--- config.mk ---
export PLATFORM = sky130hd
export DESIGN_NAME = message_record_parser_core_flat
export DESIGN_NICKNAME = d
export VERILOG_FILES = /design/src/mrp_pkg.sv /design/src/mrp_in_if.sv /design/src/mrp_out_if.sv /design/src/mrp_front.sv /design/src/mrp_queue.sv /design/src/mrp_back.sv /design/src/message_record_parser_core.sv /design/src/flat_wrapper.sv
export SDC_FILE = /design/constraint.sdc
export NUM_CORES = 1
export LEC_CHECK = 0
export BUFFER_PORTS_ARGS = -buffer_cell sky130_fd_sc_hd__buf_2
export CORE_MARGIN = 1.5
export CORE_UTILIZATION = 30
export CTS_CLUSTER_DIAMETER = 80
export DETAILED_ROUTE_END_ITERATION = 6
export PLACE_DENSITY = 0.48
export SYNTH_ARGS = -nofsm -noshare
export SYNTH_HDL_FRONTEND = slang
export SYNTH_SLANG_ARGS = --single-unit
export TNS_END_PERCENT = 5
--- constraint.sdc ---
create_clock -name i_clk -period 9.3 [get_ports i_clk]
set_clock_uncertainty 0.2 [all_clocks]
set_input_delay 0.465 -clock i_clk [delete_from_list [all_inputs] [get_ports i_clk]]
set_output_delay 0.465 -clock i_clk [all_outputs]
set_load 0.005 [all_outputs]
--- src/mrp_pkg.sv ---
package mrp_pkg;

    localparam int KEY_BYTES = 32;

    localparam int QUEUE_DEPTH = 4;
    localparam int QUEUE_PTR_W = $clog2(QUEUE_DEPTH);
    localparam int QUEUE_CNT_W = $clog2(QUEUE_DEPTH + 1);

    localparam logic [9:0] MIN_RECORD_RESET = 10'd64;
    localparam logic [7:0] VERSION_RESET    = 8'h01;

    // Register indexes, taken from paddr[2].
    localparam logic REG_MIN_RECORD = 1'b0;
    localparam logic REG_VERSION    = 1'b1;

    // Field codes, which double as the parser phase.
    localparam logic [3:0] PH_VERSION = 4'd0;
    localparam logic [3:0] PH_TYPELEN = 4'd1;
    localparam logic [3:0] PH_TYPE    = 4'd2;
    localparam logic [3:0] PH_TIME    = 4'd3;
    localparam logic [3:0] PH_NONCE   = 4'd4;
    localparam logic [3:0] PH_KEY     = 4'd5;
    localparam logic [3:0] PH_IVLEN   = 4'd6;
    localparam logic [3:0] PH_IV      = 4'd7;
    localparam logic [3:0] PH_TAGLEN  = 4'd8;
    localparam logic [3:0] PH_TAG     = 4'd9;
    localparam logic [3:0] PH_SIGLEN  = 4'd10;
    localparam logic [3:0] PH_SIG     = 4'd11;
    localparam logic [3:0] PH_PAYLEN  = 4'd12;
    localparam logic [3:0] PH_PAYLOAD = 4'd13;
    localparam logic [3:0] PH_DISCARD = 4'd14;

    localparam logic [3:0] ST_OK      = 4'd0;
    localparam logic [3:0] ST_SHORT   = 4'd1;
    localparam logic [3:0] ST_VERSION = 4'd2;
    localparam logic [3:0] ST_TYPE    = 4'd3;
    localparam logic [3:0] ST_HEADER  = 4'd4;
    localparam logic [3:0] ST_KEY     = 4'd5;
    localparam logic [3:0] ST_IV      = 4'd6;
    localparam logic [3:0] ST_TAG     = 4'd7;
    localparam logic [3:0] ST_SIG     = 4'd8;
    localparam logic [3:0] ST_PAYLOAD = 4'd9;

    typedef struct packed {
        logic [7:0] data_byte;
        logic       last_byte;
        logic       too_short;
    } t_entry;

    typedef struct packed {
        logic full;
        logic empty;
    } t_queue_status;

    typedef struct packed {
        logic [3:0]  field_code;
        logic [7:0]  byte_out;
        logic [63:0] word_value;
        logic        word_valid;
        logic        record_end;
        logic [3:0]  status;
    } t_result;

    // Byte count of a number phase, zero for a data phase.
    function automatic logic [3:0] number_width(input logic [3:0] ph);
        logic [3:0] w;
        unique case (ph)
            PH_TYPELEN, PH_IVLEN, PH_TAGLEN, PH_SIGLEN: w = 4'd2;
            PH_TIME, PH_NONCE:                          w = 4'd8;
            PH_PAYLEN:                                  w = 4'd4;
            default:                                    w = 4'd0;
        endcase
        return w;
    endfunction

    // Status of a record that ends while a phase is still open.
    function automatic logic [3:0] end_status(input logic [3:0] ph);
        logic [3:0] s;
        unique case (ph)
            PH_TYPE:    s = ST_TYPE;
            PH_KEY:     s = ST_KEY;
            PH_IV:      s = ST_IV;
            PH_TAG:     s = ST_TAG;
            PH_SIG:     s = ST_SIG;
            PH_PAYLOAD: s = ST_PAYLOAD;
            PH_DISCARD: s = ST_OK;
            default:    s = ST_HEADER;
        endcase
        return s;
    endfunction

endpackage

--- src/mrp_in_if.sv ---
interface mrp_in_if;
    logic       valid;
    logic       ready;
    logic [7:0] data_byte;
    logic       last_byte;

    modport source (output valid, output data_byte, output last_byte, input ready);
    modport sink   (input valid, input data_byte, input last_byte, output ready);
endinterface

--- src/mrp_out_if.sv ---
interface mrp_out_if;
    logic        valid;
    logic        ready;
    logic [3:0]  field_code;
    logic [7:0]  byte_out;
    logic [63:0] word_value;
    logic        word_valid;
    logic        record_end;
    logic [3:0]  status;

    modport source (
        output valid, output field_code, output byte_out, output word_value,
        output word_valid, output record_end, output status, input ready
    );
    modport sink (
        input valid, input field_code, input byte_out, input word_value,
        input word_valid, input record_end, input status, output ready
    );
endinterface

--- src/mrp_front.sv ---
module mrp_front (
    input  logic                   i_clk,
    input  logic                   i_rst_n,
    mrp_in_if.sink                 i_in,
    input  logic [9:0]             i_min_record_bytes,
    input  mrp_pkg::t_queue_status i_queue_status,
    output logic                   o_push,
    output mrp_pkg::t_entry        o_entry
);

    logic [9:0] r_record_count;
    logic [9:0] n_record_count;
    logic [9:0] count_inc;

    assign i_in.ready = !i_queue_status.full;
    assign o_push     = i_in.valid && i_in.ready;

    // Byte count saturates at its maximum so very long records never wrap to short.
    assign count_inc = (r_record_count == 10'h3FF) ? r_record_count : r_record_count + 10'd1;

    assign o_entry.data_byte = i_in.data_byte;
    assign o_entry.last_byte = i_in.last_byte;
    assign o_entry.too_short = (count_inc < i_min_record_bytes);

    always_comb begin
        n_record_count = r_record_count;
        if (o_push) begin
            n_record_count = i_in.last_byte ? 10'd0 : count_inc;
        end
    end

    always_ff @(posedge i_clk) begin
        if (!i_rst_n) begin
            r_record_count <= 10'd0;
        end else begin
            r_record_count <= n_record_count;
        end
    end

endmodule

--- src/mrp_queue.sv ---
module mrp_queue (
    input  logic                   i_clk,
    input  logic                   i_rst_n,
    input  logic                   i_push,
    input  mrp_pkg::t_entry        i_entry,
    input  logic                   i_pop,
    output mrp_pkg::t_entry        o_head,
    output mrp_pkg::t_queue_status o_status
);

    mrp_pkg::t_entry r_mem [mrp_pkg::QUEUE_DEPTH];

    logic [mrp_pkg::QUEUE_PTR_W-1:0] r_wr_ptr;
    logic [mrp_pkg::QUEUE_PTR_W-1:0] r_rd_ptr;
    logic [mrp_pkg::QUEUE_CNT_W-1:0] r_count;
    logic [mrp_pkg::QUEUE_PTR_W-1:0] n_wr_ptr;
    logic [mrp_pkg::QUEUE_PTR_W-1:0] n_rd_ptr;
    logic [mrp_pkg::QUEUE_CNT_W-1:0] n_count;

    localparam logic [mrp_pkg::QUEUE_PTR_W-1:0] LAST_PTR =
        mrp_pkg::QUEUE_PTR_W'(mrp_pkg::QUEUE_DEPTH - 1);
    localparam logic [mrp_pkg::QUEUE_CNT_W-1:0] FULL_COUNT =
        mrp_pkg::QUEUE_CNT_W'(mrp_pkg::QUEUE_DEPTH);

    assign o_status.full  = (r_count == FULL_COUNT);
    assign o_status.empty = (r_count == '0);
    assign o_head         = r_mem[r_rd_ptr];

    always_comb begin
        n_wr_ptr = r_wr_ptr;
        n_rd_ptr = r_rd_ptr;
        n_count  = r_count;
        if (i_push) begin
            n_wr_ptr = (r_wr_ptr == LAST_PTR) ? '0 : r_wr_ptr + 1'b1;
        end
        if (i_pop) begin
            n_rd_ptr = (r_rd_ptr == LAST_PTR) ? '0 : r_rd_ptr + 1'b1;
        end
        if (i_push && !i_pop) begin
            n_count = r_count + 1'b1;
        end else if (i_pop && !i_push) begin
            n_count = r_count - 1'b1;
        end
    end

    always_ff @(posedge i_clk) begin
        if (!i_rst_n) begin
            r_wr_ptr <= '0;
            r_rd_ptr <= '0;
            r_count  <= '0;
        end else begin
            r_wr_ptr <= n_wr_ptr;
            r_rd_ptr <= n_rd_ptr;
            r_count  <= n_count;
        end
    end

    always_ff @(posedge i_clk) begin
        if (i_push) begin
            r_mem[r_wr_ptr] <= i_entry;
        end
    end

endmodule

--- src/mrp_back.sv ---
module mrp_back (
    input  logic                   i_clk,
    input  logic                   i_rst_n,
    input  logic [7:0]             i_expected_version,
    input  mrp_pkg::t_entry        i_head,
    input  mrp_pkg::t_queue_status i_queue_status,
    output logic                   o_pop,
    mrp_out_if.source              o_out
);

    logic [3:0]  r_phase;
    logic [31:0] r_bytes_left;
    logic [2:0]  r_byte_in_field;
    logic [63:0] r_word;
    logic [3:0]  r_error;
    logic [3:0]  n_phase;
    logic [31:0] n_bytes_left;
    logic [2:0]  n_byte_in_field;
    logic [63:0] n_word;
    logic [3:0]  n_error;

    logic             r_out_valid;
    mrp_pkg::t_result r_out;
    mrp_pkg::t_result n_out;

    logic [3:0]  width;
    logic [63:0] acc_word;
    logic [31:0] left_dec;
    logic [63:0] field_len;

    // The output register frees up in the same cycle its beat is taken.
    assign o_pop = !i_queue_status.empty && (!r_out_valid || o_out.ready);

    assign width     = mrp_pkg::number_width(r_phase);
    assign acc_word  = r_word | ({56'd0, i_head.data_byte} << {r_byte_in_field, 3'b000});
    assign left_dec  = (r_bytes_left != 32'd0) ? r_bytes_left - 32'd1 : 32'd0;
    assign field_len = (r_phase == mrp_pkg::PH_NONCE) ? 64'(mrp_pkg::KEY_BYTES) : acc_word;

    always_comb begin
        n_phase         = r_phase;
        n_bytes_left    = r_bytes_left;
        n_byte_in_field = r_byte_in_field;
        n_word          = r_word;
        n_error         = r_error;
        n_out.field_code = mrp_pkg::PH_DISCARD;
        n_out.byte_out   = i_head.data_byte;
        n_out.word_value = 64'd0;
        n_out.word_valid = 1'b0;
        n_out.record_end = i_head.last_byte;
        n_out.status     = mrp_pkg::ST_OK;

        if (r_error == mrp_pkg::ST_OK) begin
            n_out.field_code = r_phase;
            priority if (r_phase == mrp_pkg::PH_VERSION) begin
                if (i_head.data_byte != i_expected_version) begin
                    n_error = mrp_pkg::ST_VERSION;
                    n_phase = mrp_pkg::PH_DISCARD;
                end else begin
                    n_phase         = mrp_pkg::PH_TYPELEN;
                    n_byte_in_field = 3'd0;
                    n_word          = 64'd0;
                end
            end else if (r_phase == mrp_pkg::PH_DISCARD) begin
                // A byte beyond the payload.
                n_error = mrp_pkg::ST_PAYLOAD;
            end else if (width != 4'd0) begin
                if (({1'b0, r_byte_in_field} + 4'd1) >= width) begin
                    n_out.word_value = acc_word;
                    n_out.word_valid = 1'b1;
                    n_word           = 64'd0;
                    n_byte_in_field  = 3'd0;
                    if (r_phase == mrp_pkg::PH_TIME) begin
                        n_phase = mrp_pkg::PH_NONCE;
                    end else if (field_len == 64'd0) begin
                        // An empty data field is skipped.
                        n_phase = r_phase + 4'd2;
                    end else begin
                        n_phase      = r_phase + 4'd1;
                        n_bytes_left = field_len[31:0];
                    end
                end else begin
                    n_word          = acc_word;
                    n_byte_in_field = r_byte_in_field + 3'd1;
                end
            end else begin
                n_bytes_left = left_dec;
                if (left_dec == 32'd0) begin
                    n_phase = r_phase + 4'd1;
                end
            end
        end

        if (i_head.last_byte) begin
            priority if (i_head.too_short) begin
                n_out.status = mrp_pkg::ST_SHORT;
            end else if (n_error != mrp_pkg::ST_OK) begin
                n_out.status = n_error;
            end else begin
                n_out.status = mrp_pkg::end_status(n_phase);
            end
            n_phase         = mrp_pkg::PH_VERSION;
            n_bytes_left    = 32'd0;
            n_byte_in_field = 3'd0;
            n_word          = 64'd0;
            n_error         = mrp_pkg::ST_OK;
        end
    end

    always_ff @(posedge i_clk) begin
        if (!i_rst_n) begin
            r_phase         <= mrp_pkg::PH_VERSION;
            r_bytes_left    <= 32'd0;
            r_byte_in_field <= 3'd0;
            r_word          <= 64'd0;
            r_error         <= mrp_pkg::ST_OK;
            r_out_valid     <= 1'b0;
        end else begin
            if (o_pop) begin
                r_phase         <= n_phase;
                r_bytes_left    <= n_bytes_left;
                r_byte_in_field <= n_byte_in_field;
                r_word          <= n_word;
                r_error         <= n_error;
                r_out_valid     <= 1'b1;
            end else if (o_out.ready) begin
                r_out_valid <= 1'b0;
            end
        end
    end

    always_ff @(posedge i_clk) begin
        if (o_pop) begin
            r_out <= n_out;
        end
    end

    assign o_out.valid      = r_out_valid;
    assign o_out.field_code = r_out.field_code;
    assign o_out.byte_out   = r_out.byte_out;
    assign o_out.word_value = r_out.word_value;
    assign o_out.word_valid = r_out.word_valid;
    assign o_out.record_end = r_out.record_end;
    assign o_out.status     = r_out.status;

endmodule

--- src/message_record_parser_core.sv ---
// Channel  Direction  Beat content
// i_in     in         data_byte[7:0], last_byte
// o_out    out        field_code[3:0], byte_out[7:0], word_value[63:0], word_valid,
//                     record_end, status[3:0]
// APB      in/out     min_record_bytes at 0x0, expected_version at 0x4
//
// One beat in and one beat out per cycle while neither side stalls; an accepted byte
// passes through the queue and then the output register before it is offered.
// The input side counts record bytes, the four-entry queue decouples it from the parser
// state machine, which handles one byte per cycle into the output register unless stalled.
// i_in.ready drops only while the queue is full.
// Synchronous reset clears the parser, queue and registers to their defaults.
module message_record_parser_core (
    input  logic        i_clk,
    input  logic        i_rst_n,
    mrp_in_if.sink      i_in,
    mrp_out_if.source   o_out,
    input  logic        psel,
    input  logic        penable,
    input  logic        pwrite,
    input  logic [2:0]  paddr,
    input  logic [31:0] pwdata,
    output logic [31:0] prdata,
    output logic        pready
);

    logic [9:0] r_min_record_bytes;
    logic [7:0] r_expected_version;
    logic       cfg_write;

    logic                   push;
    logic                   pop;
    mrp_pkg::t_entry        entry;
    mrp_pkg::t_entry        head;
    mrp_pkg::t_queue_status queue_status;

    assign pready    = 1'b1;
    assign cfg_write = psel && penable && pwrite;

    always_ff @(posedge i_clk) begin
        if (!i_rst_n) begin
            r_min_record_bytes <= mrp_pkg::MIN_RECORD_RESET;
            r_expected_version <= mrp_pkg::VERSION_RESET;
        end else if (cfg_write) begin
            unique case (paddr[2])
                mrp_pkg::REG_MIN_RECORD: r_min_record_bytes <= pwdata[9:0];
                mrp_pkg::REG_VERSION:    r_expected_version <= pwdata[7:0];
                default:                 ;
            endcase
        end
    end

    always_comb begin
        unique case (paddr[2])
            mrp_pkg::REG_MIN_RECORD: prdata = {22'd0, r_min_record_bytes};
            mrp_pkg::REG_VERSION:    prdata = {24'd0, r_expected_version};
            default:                 prdata = 32'd0;
        endcase
    end

    mrp_front u_front (
        .i_clk              (i_clk),
        .i_rst_n            (i_rst_n),
        .i_in               (i_in),
        .i_min_record_bytes (r_min_record_bytes),
        .i_queue_status     (queue_status),
        .o_push             (push),
        .o_entry            (entry)
    );

    mrp_queue u_queue (
        .i_clk    (i_clk),
        .i_rst_n  (i_rst_n),
        .i_push   (push),
        .i_entry  (entry),
        .i_pop    (pop),
        .o_head   (head),
        .o_status (queue_status)
    );

    mrp_back u_back (
        .i_clk              (i_clk),
        .i_rst_n            (i_rst_n),
        .i_expected_version (r_expected_version),
        .i_head             (head),
        .i_queue_status     (queue_status),
        .o_pop              (pop),
        .o_out              (o_out)
    );

endmodule

--- src/flat_wrapper.sv ---
// flat-port wrapper written by rule: the top's interface ports become plain ports
module message_record_parser_core_flat 
  (i_clk, i_rst_n, psel, penable, pwrite, paddr, pwdata, prdata, pready, i_in_valid, i_in_data_byte, i_in_last_byte, i_in_ready, o_out_valid, o_out_field_code, o_out_byte_out, o_out_word_value, o_out_word_valid, o_out_record_end, o_out_status, o_out_ready);
  mrp_in_if i_in_i ();
  mrp_out_if o_out_i ();
  input  logic i_clk;
  input  logic i_rst_n;
  input  logic psel;
  input  logic penable;
  input  logic pwrite;
  input  logic [2:0] paddr;
  input  logic [31:0] pwdata;
  output logic [31:0] prdata;
  output logic pready;
  input wire logic [$bits(i_in_i.valid)-1:0] i_in_valid;
  input wire logic [$bits(i_in_i.data_byte)-1:0] i_in_data_byte;
  input wire logic [$bits(i_in_i.last_byte)-1:0] i_in_last_byte;
  output wire logic [$bits(i_in_i.ready)-1:0] i_in_ready;
  output wire logic [$bits(o_out_i.valid)-1:0] o_out_valid;
  output wire logic [$bits(o_out_i.field_code)-1:0] o_out_field_code;
  output wire logic [$bits(o_out_i.byte_out)-1:0] o_out_byte_out;
  output wire logic [$bits(o_out_i.word_value)-1:0] o_out_word_value;
  output wire logic [$bits(o_out_i.word_valid)-1:0] o_out_word_valid;
  output wire logic [$bits(o_out_i.record_end)-1:0] o_out_record_end;
  output wire logic [$bits(o_out_i.status)-1:0] o_out_status;
  input wire logic [$bits(o_out_i.ready)-1:0] o_out_ready;
  assign i_in_i.valid = i_in_valid;
  assign i_in_i.data_byte = i_in_data_byte;
  assign i_in_i.last_byte = i_in_last_byte;
  assign i_in_ready = i_in_i.ready;
  assign o_out_valid = o_out_i.valid;
  assign o_out_field_code = o_out_i.field_code;
  assign o_out_byte_out = o_out_i.byte_out;
  assign o_out_word_value = o_out_i.word_value;
  assign o_out_word_valid = o_out_i.word_valid;
  assign o_out_record_end = o_out_i.record_end;
  assign o_out_status = o_out_i.status;
  assign o_out_i.ready = o_out_ready;
  message_record_parser_core u_core (.i_clk(i_clk), .i_rst_n(i_rst_n), .i_in(i_in_i), .o_out(o_out_i), .psel(psel), .penable(penable), .pwrite(pwrite), .paddr(paddr), .pwdata(pwdata), .prdata(prdata), .pready(pready));
endmodule
# Word level (Yosys, flattened, before mapping)
# Memories as Yosys holds them, arrays and structs flattened. A register that Yosys moved wholly into a read port is not among the register bits.
# Index checks and enable logic that the tools add are counted.
# totals
reg_bits,225
latchBits,0
ram_bits,40
rom_bits,0
in_bits,51
output_inout_bits,117
wordCells,156
n_memories,1
# classes
n_addsub,10
multipliers,0
n_div,0
order_cmp,2
eq_ne,27
shifts,1
muxes,57
n_bitwise,6
n_reduce_logical,33
# memory_table
name,depth,word_bits,read_ports,rd_clocked_by_memory_dff,wr,line,text
u_core.u_queue.r_mem,4,10,1,1,1,mrp_queue.sv:11,mrp_pkg::t_entry r_mem [mrp_pkg::QUEUE_DEPTH];
# ops
cell,n
two-way mux 64 bit,8
two-way mux 32 bit,9
zero test 64 bit,1
two-way mux 4 bit,16
OR 64 bit,1
case mux 32 bit (2 select lines),1
<< shifter 8 x 6 -> 64 bit,1
"equality test 4 bit, second input constant",8
zero test 32 bit,1
nonzero test 32 bit,1
"subtractor 32 x 1 -> 32 bit, second input constant",1
case mux 4 bit (7 select lines),1
two-way mux 3 bit,9
two-way mux 10 bit,2
"equality test 4 x 3 -> 1 bit, second input constant",4
"!= test 3 bit, second input constant",4
case mux 4 bit (3 select lines),1
"adder 10 x 1 -> 10 bit, second input constant",1
"equality test 10 bit, second input constant",1
< comparator 10 bit,1
"equality test 4 x 2 -> 1 bit, second input constant",2
zero test 4 bit,2
two-way mux 2 bit,4
!= test 8 bit,1
other kinds (27),55

# Longest topological paths before layout
# Gate-level depths: netlist of run 1.
# logic_depth
depth_word,15
mapped_depth,18
ltp_nobuf,17

# Modules after synthesis
# From an unflattened synthesis of run 1, not the netlist that was laid out.
# unflattened
cells_unflattened,1439
hier_area_um2,13703.1
# by_module_without_submodules
mod,n_inst,cells_per_inst,area_each_um2,seq_area_each_um2
mrp_back,1,1091,9694.3,4624.4
mrp_queue,1,96,1900.6,1381.3
mrp_front,1,142,1104.8,200.2
message_record_parser_core,1,110,1003.5,360.3

# Least setup slack after synthesis of run 1
# OpenSTA, ideal clock, no wires.
# synth_timing
kind,reg-to-reg
from,reg u_core.u_back.r_phase[0]
to,"reg u_core.u_back.r_out, in the netlist u_core.u_back.o_out.status[1], data pin"
setup_ns,0.154
arrival_time_ns,4.037
t_required_ns,8.946
slack_ns,4.908
path_stages_with_launch,19
path_buffers,1
period_less_slack_ns,4.392
cell_sequence,dfxtp_1 -> clkbuf_1 -> inv_1 -> ha_1 -> nor2_1 -> o21a_1 -> nor3b_1 -> ha_1 -> a21bo_2 -> a21o_1 -> a21oi_1 -> nand2b_1 -> a21oi_1 -> o32a_1 -> a311o_1 -> o31a_1 -> or3_1 -> a21o_1 -> a41oi_2
# synth_between
elab_chain_cells,13
elab_cells_between_ends,39
classes_between,add/sub: 2; order compare: 1; eq/ne: 15; mux: 15; reduce/logical: 6
# synth_rtl
element,line,text
"start, declared",mrp_back.sv:11,logic [3:0] r_phase;
"start signal, assigned",mrp_back.sv:111,r_phase <= mrp_pkg::PH_VERSION;
"start signal, assigned",mrp_back.sv:119,r_phase <= n_phase;
branches (longest 12 deep; another with greater-or-equal comparator 4 bit),--,
two-way mux 4 bit *,mrp_back.sv:96,end else if (n_error != mrp_pkg::ST_OK) begin
"end signal, assigned",mrp_back.sv:133,r_out <= n_out;
"end, declared",mrp_back.sv:23,mrp_pkg::t_result r_out;
# Mark *: on every way between the ends.
# A chain may end at the register's enable or synchronous reset.

# Worst setup path in the final report of run 1
# layout_timing
from,reg u_core.u_back.r_bytes_left[11]
to,"reg u_core.u_back.r_out, in the netlist u_core.u_back.o_out.status[1], data pin"
# layout_between
elab_chain_cells,11
elab_cells_between_ends,18
classes_between,add/sub: 1; eq/ne: 7; mux: 8; reduce/logical: 2
# layout_rtl
element,line,text
"start, declared",mrp_back.sv:12,logic [31:0] r_bytes_left;
"start signal, assigned",mrp_back.sv:120,r_bytes_left <= n_bytes_left;
subtractor 32 x 1 -> 32 bit or nonzero test 32 bit (tied branches),mrp_back.sv:36,assign left_dec = (r_bytes_left != 32'd0) ? r_bytes_left - 32'd1 : 32'd0;
two-way mux 32 bit *,mrp_back.sv:36,
zero test 32 bit *,mrp_back.sv:87,if (left_dec == 32'd0) begin
two-way mux 4 bit *,mrp_back.sv:87,
two-way mux 4 bit *,mrp_back.sv:66,end else if (width != 4'd0) begin
two-way mux 4 bit *,mrp_back.sv:63,end else if (r_phase == mrp_pkg::PH_DISCARD) begin
two-way mux 4 bit *,mrp_back.sv:54,priority if (r_phase == mrp_pkg::PH_VERSION) begin
two-way mux 4 bit *,mrp_back.sv:52,if (r_error == mrp_pkg::ST_OK) begin
equality test 4 bit (tied with other cells),mrp_pkg.sv:79,unique case (ph)
case mux 4 bit (7 select lines) *,mrp_pkg.sv:79,
two-way mux 4 bit *,mrp_back.sv:96,
# Every way passes the cells marked *; elsewhere a longest branch is shown, timed or not.

==> key figures, run 1 <==
Critical path
  – Worst path cell trace: nor3_1, nand4_1, or4_1, nand2_1, buf_4, a31oi_1, o32a_1, a311o_1, o31a_1, or3_1, a21o_1, a41oi_2
  – Critical Path Slowest Stage Cell: or4_1
  – Worst Setup End Kind: flop
  – Critical path class: flop to flop
  – CP max stage delay: approximately 0.73 ns
  – Critical path arrival: ~5.6 ns
  – CP Data Required Time: 9.52 ns
  – Crit-path max FO: 17
  – Worst setup SP type: flop

Finish
  – Non-Filler Instances: 2100
  – Nets: around 1600
  – Util after Layout: 35.7%
  – Synthesis-to-layout area growth: 16.7%
  – Filler cells: between 4000 and 5000
  – Most frequent cells in the layout: nor2_1 (180), dfxtp_1 (145), edfxtp_1 (122)
  – Commonest non-fill, non-tap cell in the layout: nor2_1
  – Final instance area: about 15000 sq um
  – Share of cells above drive strength 1: approximately 15%
  – Number of inserted diodes: 0

Timing
  – Final Critical Period: roughly 5.4 ns
  – RSZ-0062 raised after global routing: false
  – Final hold violations: 0
  – Fin Setup TNS: 0 ns
  – Final Slew Violations: 0
  – # setup viols final: 0
  – Period utilization: 57.9%
  – F_max: about 0.19 GHz
  – WHS: 0.0498 ns
  – PnR worst setup slack: 3.91 ns
  – Slew of the pin with the lowest slew margin: 1.10 ns
  – Slew headroom: around a quarter

Global routing
  – First-pass GRT wire length: roughly 60000 microns
  – Pin count of the biggest net entering global routing: between 80 and 90
  – Tot GR Track Use: about 17%
  – Vias in the first global route: 10400
  – Initial antenna violation count: 0
  – Overflow after GRT: 0

Pwr
  – Peak VDD IR: around 0.31 mV
  – Final total power: slightly below 7 mW
  – Pwr/cell area: approximately 440 nW/um^2
  – P_leak: about 5.6 nW

Die
  – Die area: 45500 sq um
  – Initial Utilization: a little under a third
  – IO Count: between 150 and 200
  – # rows: 76
  – Die H: 213 microns
  – Area of the core: about 43000 sq um
  – Die W: approximately 210 microns

Synth
  – Library cells used by synthesis: 83
  – Main synth FF type: dfxtp_1
  – Number of synthesized flops with an enable pin: 122
  – Post-Syn Instances: ~1400
  – Post-synthesis instance area: approximately 13000 sq um
  – Share of flip-flops with an asynchronous set or reset: 0%
  – Synth warn: 0
  – Seq/Total Area, Yosys: around half
  – Synth Area per Inst: around 9.5 sq um
  – Yosys reg bits: around 270

Route
  – Total Routed Length: around 39000 microns
  – Routed vias: 10800
  – Avg WL per Cell: around 18 microns
  – Post-DR vias/cell: 5.12
  – Routed Antenna Nets: 0
  – DRT Pass-1 Iters: 6
  – Drt initial violations: 670
  – DRC violations left: 0

CTS
  – Max H-tree Level: 1
  – Cts repair resizes: 0
  – # clock sinks: between 200 and 300
  – Clock transition at path regs: 0.06 ns
  – CTS tree: yes
  – Post-CTS Setup Repair Bufs: 0
  – Clock buffer depth: 3
  – Worst-Skew Late Latency: about 0.6 ns
  – Root Driver: clkbuf_16
  – Inserted Clock Buffers: 31

Run
  – Max_cap viols: 0

Placed design
  – DP Area: between 10000 and 15000 sq um
  – I/O Buffers: 120
  – Placed cell count: 2024
  – Pre-CTS WS: roughly 4 ns
  – GP Congestion: slightly below 0.9
  – Dpl hpwl: roughly 26000 microns

Run status
  – Run status: finished clean

Hold path
  – Worst hold path type: input port to flop
==> critical path, delay by kind of cell (launching register included) <==
kind | cells | cell delay, ns
simple gates | 5 | 2.68
compound gates | 6 | 1.58
buf+inv | 1 | 0.35
flops | 1 | 0.36
==> path summary, 6_finish.rpt <==
check	end	cells after the start	slack, ns	startpoint
setup / recovery	u_core.u_back.o_out.status[1]$_SDFFCE_PP0P_	12	3.91	u_core.u_back.r_bytes_left[11]$_SDFFE_PN0P_
hold reg to reg	u_core.r_min_record_bytes[4]$_SDFFE_PN0P_	2	0.26	u_core.r_min_record_bytes[4]$_SDFFE_PN0P_
hold / removal	u_core.u_queue.r_mem[2][1]$_DFFE_PP_	1	0.05	i_in_last_byte
setup reg to reg	u_core.u_back.o_out.status[1]$_SDFFCE_PP0P_	12	3.91	u_core.u_back.r_bytes_left[11]$_SDFFE_PN0P_
==> per-layer routing <==
layer  up-vias  part of all wire [%]  track usage (%)
met5         -                     0                0
met3        56                   4.4             2.47
met4         0                   2.4             4.61
met1      5220                    47             23.6
met2       260                    46             27.2
li1       5215                     -                -
==> power breakdown <==
group	internal, mW	total, mW	switching, mW
sequential	1.55	1.75	0.198
combinational	1.36	3.78	2.42
clock	0.704	1.21	0.508
==> sequential cells by signal (all words and copies together) (netlist names), named ones only <==
signal,flops
u_core.u_queue.r_count,3
u_core.r_min_record_bytes,10
u_core.u_back.r_bytes_left,32
u_core.u_back.r_phase,4
u_core.u_back.o_out.byte_out,8
u_core.u_queue.r_rd_ptr,2
u_core.u_back.o_out.status,4
u_core.u_front.r_record_count,10
u_core.u_back.o_out.word_value,64
u_core.u_back.o_out.field_code,4
u_core.u_queue.r_mem,40
u_core.u_queue.r_wr_ptr,2
u_core.u_back.r_byte_in_field,3
u_core.u_back.o_out.word_valid,1
u_core.u_back.r_word,64
u_core.u_back.r_error,4
u_core.u_back.o_out.record_end,1
u_core.u_back.o_out.valid,1
u_core.r_expected_version,8
==> final cells by class <==
cell class | instances | area, sq um | area share (%)
clock inverters | 16 | 156 | 1.01
repair buffers | 155 | 908 | 5.87
flip-flops and latches | 267 | 6570 | 42.4
multi-input cells | 1008 | 6160 | 39.8
well taps | 585 | 732 | 4.73
inverters | 27 | 103 | 0.663
clock buffers | 42 | 857 | 5.53
==> synthesized netlist by cell type, types with 9 or more instances <==
cell / instances / area [sq um]
a21boi_0: 46 / 345
a21oi_1: 120 / 601
a22oi_1: 26 / 195
a31oi_1: 26 / 163
and2_1: 14 / 87.6
and3_1: 14 / 87.6
buf_4: 23 / 173
clkbuf_1: 79 / 297
dfxtp_1: 145 / 2900
edfxtp_1: 122 / 3660
ha_1: 27 / 338
inv_1: 27 / 101
mux4_2: 9 / 203
nand2_1: 103 / 387
nand2b_1: 15 / 93.8
nand3_1: 37 / 185
nand4_1: 18 / 113
nor2_1: 181 / 679
nor2b_1: 37 / 231
nor3_1: 31 / 155
nor4_1: 28 / 175
o21ai_0: 47 / 235
o22ai_1: 27 / 169
o31ai_1: 9 / 67.6
or3_1: 9 / 56.3
xnor2_1: 26 / 228
xor2_1: 16 / 140
==> timing repair <==
item                                   CTS  global route
hold buffers                            18             0
endpoints found under the hold margin   50             0
setup endpoints to repair                0             0
==> cell families (layout without fill, tap and decap cells) <==
group                    Yosys count  in the layout  share of synthesized area (%)
AND/OR/NAND/NOR                  532            532                           20.1
AO/OA/AOI/OAI                    361            361                           17.4
flip-flops                       267            267                           49.5
buffers and inverters            144            240                           4.95
XOR/XNOR                          42             42                           2.77
adder cells (fa/ha/maj)           28             28                           2.70
multiplexers                      22             22                           2.56
other                              2             23                         0.0566
Power figures use the tool's default switching activity.
==> inputs of run 2 (changes only) <==
--- a/config.mk
+++ b/config.mk
@@ -10,7 +10,7 @@
 export CORE_UTILIZATION = 30
 export CTS_CLUSTER_DIAMETER = 80
 export DETAILED_ROUTE_END_ITERATION = 6
-export PLACE_DENSITY = 0.48
+export PLACE_DENSITY = 0.5
 export SYNTH_ARGS = -nofsm -noshare
 export SYNTH_HDL_FRONTEND = slang
 export SYNTH_SLANG_ARGS = --single-unit
==> constraint.sdc (replaced) <==
create_clock -name i_clk -period 4.6 [get_ports i_clk]
set_clock_uncertainty 0.2 [all_clocks]
set_input_delay 0.23 -clock i_clk [delete_from_list [all_inputs] [get_ports i_clk]]
set_output_delay 0.23 -clock i_clk [all_outputs]
set_load 0.005 [all_outputs]
==> run 2 against run 1 <==
- cell count is 1.9% higher
- utilization increased by 0.70 points
- routed wire length rose by 0.33%
- register-to-register slack lost 3.7 ns
- sequential power grew 97%
- critical path type unchanged
- critical endpoint unchanged
- highest routed layer unchanged
==> key figures, run 2 (same netlist as run 1, synthesis figures left out) <==
Run status
  – Run status: finished clean

CTS
  – Inserted Clock Buffers: 30 (-3.2%)
  – Root Driver: clkbuf_16
  – Max H-tree Level: 1 (unchanged)
  – Worst-Skew Late Latency: 0.59 ns (about the same)
  – CTS tree: yes
  – # clock sinks: 267 (unchanged)
  – Clock transition at path regs: 0.06 ns (about the same)
  – Clock buffer depth: 3 (unchanged)

Hold path
  – Worst Hold Launch: i_rst_n
  – Worst hold path type: input port to flop

Finish
  – Nets: 1609 (+2.5%)
  – Most frequent cells in the layout: nor2_1 (180), dfxtp_1 (145), edfxtp_1 (122)
  – Commonest non-fill, non-tap cell in the layout: nor2_1
  – Synthesis-to-layout area growth: 19.0%
  – Filler cells: 4464 (-1.4%)
  – Non-Filler Instances: 2139 (+1.9%)
  – Number of inserted diodes: 0 (unchanged)
  – Share of cells above drive strength 1: 17.6% (+2.1 points)

Timing
  – Final hold violations: 0 (unchanged)
  – Final Critical Period: 4.37 ns (-1.02 ns)
  – Period utilization: 94.9% (+37 points)
  – Fin Setup TNS: 0 ns (unchanged)
  – Final Slew Violations: 0 (unchanged)
  – Slew of the pin with the lowest slew margin: 1.19 ns (+0.0880 ns)
  – RSZ-0062 raised after global routing: false
  – Slew headroom: 20.4% (-5.8 points)
  – PnR worst setup slack: 0.234 ns (-3.68 ns)
  – F_max: 0.229 GHz (+23%)
  – # setup viols final: 0 (unchanged)

Critical path
  – CP Data Required Time: 4.81 ns (-4.71 ns)
  – Worst path cell trace: inv_1, ha_1, or3_1, nor3b_1, ha_1, a21bo_2, a21o_1, a21oi_1, nand2b_1, a21oi_1, o32a_1, a311o_1, o31a_1, or3_1, a21o_1, a41oi_2
  – Reg2reg setup slack: 0.23 ns (-3.68 ns)
  – CP delay by family, top: compound AO/OA/AOI/OAI gates
  – Crit-path max FO: 8 (-9)
  – Critical Path Slowest Stage Cell: or3_1
  – Critical path arrival: 4.57 ns (-1.03 ns)
  – Worst setup SP type: flop
  – Crit path launch: u_core.u_back.r_phase[1]$_SDFFE_PN0P_
  – Buf/Inv on CP: 1 (unchanged)
  – Worst Setup End Kind: flop
  – Critical R2R Launch: u_core.u_back.r_phase[1]$_SDFFE_PN0P_
  – CP max stage delay: 0.40 ns (-0.33 ns)
  – Critical path class: flop to flop

Placed design
  – Pre-CTS WS: 0.308 ns (-3.73 ns)
  – Dpl hpwl: 27300 microns (+4.9%)
  – GP Congestion: 0.862 (-0.54%)
  – Placed cell count: 2060 (+1.8%)
  – I/O Buffers: 120 (unchanged)

Route
  – DRC violations left: 0 (unchanged)
  – Post-DR vias/cell: 5.10 (-0.30%)
  – Routed vias: 10900 (+1.6%)
  – Avg WL per Cell: 18.2 microns (-1.5%)
  – Total Routed Length: 38800 microns (+0.33%)
  – Drt initial violations: 819 (+22%)
  – Routed Antenna Nets: 0 (unchanged)
  – DRT Pass-1 Iters: 5 (-1)

Global routing
  – Tot GR Track Use: 17.0% (+0.14 points)
  – Pin count of the biggest net entering global routing: 72 (-12%)
  – Initial antenna violation count: 0 (unchanged)
  – First-pass GRT wire length: 60700 microns (+0.68%)
  – Vias in the first global route: 10500 (+1.2%)
  – Overflow after GRT: 0 (unchanged)

Die
  – Die H: 213 microns (unchanged)
  – Area of the core: 43400 sq um (unchanged)
  – # rows: 76 (unchanged)
  – IO Count: 168 (unchanged)
  – Die W: 213 microns (unchanged)
  – Die area: 45500 sq um (unchanged)
  – Initial Utilization: 30.6% (unchanged)

Pwr
  – Pwr/cell area: 875 nW/um^2 (+100%)
  – P_leak: 5.80 nW (+3.2%)
  – Peak VDD IR: 0.983 mV (+220%)

Run
  – Max_cap viols: 0 (unchanged)
-- run 2: cell count changes in the layout (fill, tap and decap cells not counted), sizes merged --
cell,delta
clkinvlp,+2
dlygate4sd3,+5
buf,+36
clkbuf,-8
inv,-2
clkinv,+6
-- run 2: cell type report --
class,count,area [sq um],share of cell area [%]
Tap cell,585,732,4.64
Multi-Input combinational cell,1008,6180,39.1
Clock buffer,34,766,4.85
Clock inverter,22,190,1.20
Timing Repair Buffer,196,1250,7.94
Sequential cell,267,6570,41.6
Inverter,27,103,0.650
-- run 2: path summary, 6_finish.rpt --
path	to	cells past startpoint
hold reg to reg	u_core.r_min_record_bytes[1]$_SDFFE_PN0P_	2
setup reg to reg	u_core.u_back.o_out.status[1]$_SDFFCE_PP0P_	16
hold / removal	u_core.r_min_record_bytes[6]$_SDFFE_PN1P_	2
setup / recovery	u_core.u_back.o_out.status[1]$_SDFFCE_PP0P_	16
-- run 2: what timing repair did --
| action | in CTS | in global routing |
|---|---|---|
| buffers inserted | 0 | 0 |
| hold buffers | 23 | 0 |
| resized for setup | 0 | 2 |
| endpoints found under the setup margin | 0 | 2 |
| hold endpoints to repair | 55 | 0 |
-- run 2: power by group --
group	switching [mW]	internal (mW)	total, mW
Sequential	0.311	3.14	3.45
Combinational	5.07	2.95	8.02
Clock	1.03	1.31	2.34
-- run 2: layer usage --
| metal | track usage [%] | part of all wire [%] | up-vias | routed length [microns] |
|---|---|---|---|---|
| li1 | - | - | 5290 | - |
| met1 | 23.9 | 47 | 5280 | 18300 |
| met2 | 27.3 | 46 | 293 | 17800 |
| met3 | 2.57 | 4.7 | 55 | 1820 |
| met4 | 4.64 | 2.5 | 0 | 970 |
| met5 | 0 | 0 | - | 0 |
-- run 2: through the flow --
step	power (mW)	hold WS [ns]	cell area (sq um)	utilization, %
2_1_floorplan	9.00	0.129	13300	-
6_report	13.8	0.0213	15800	36.4
4_1_cts	13.9	0.00458	15800	36.4
3_5_place_dp	11.5	0.249	14600	33.6
3_3_place_gp	11.4	0.246	14600	33.6
5_1_grt	14.8	0.0588	15800	36.4
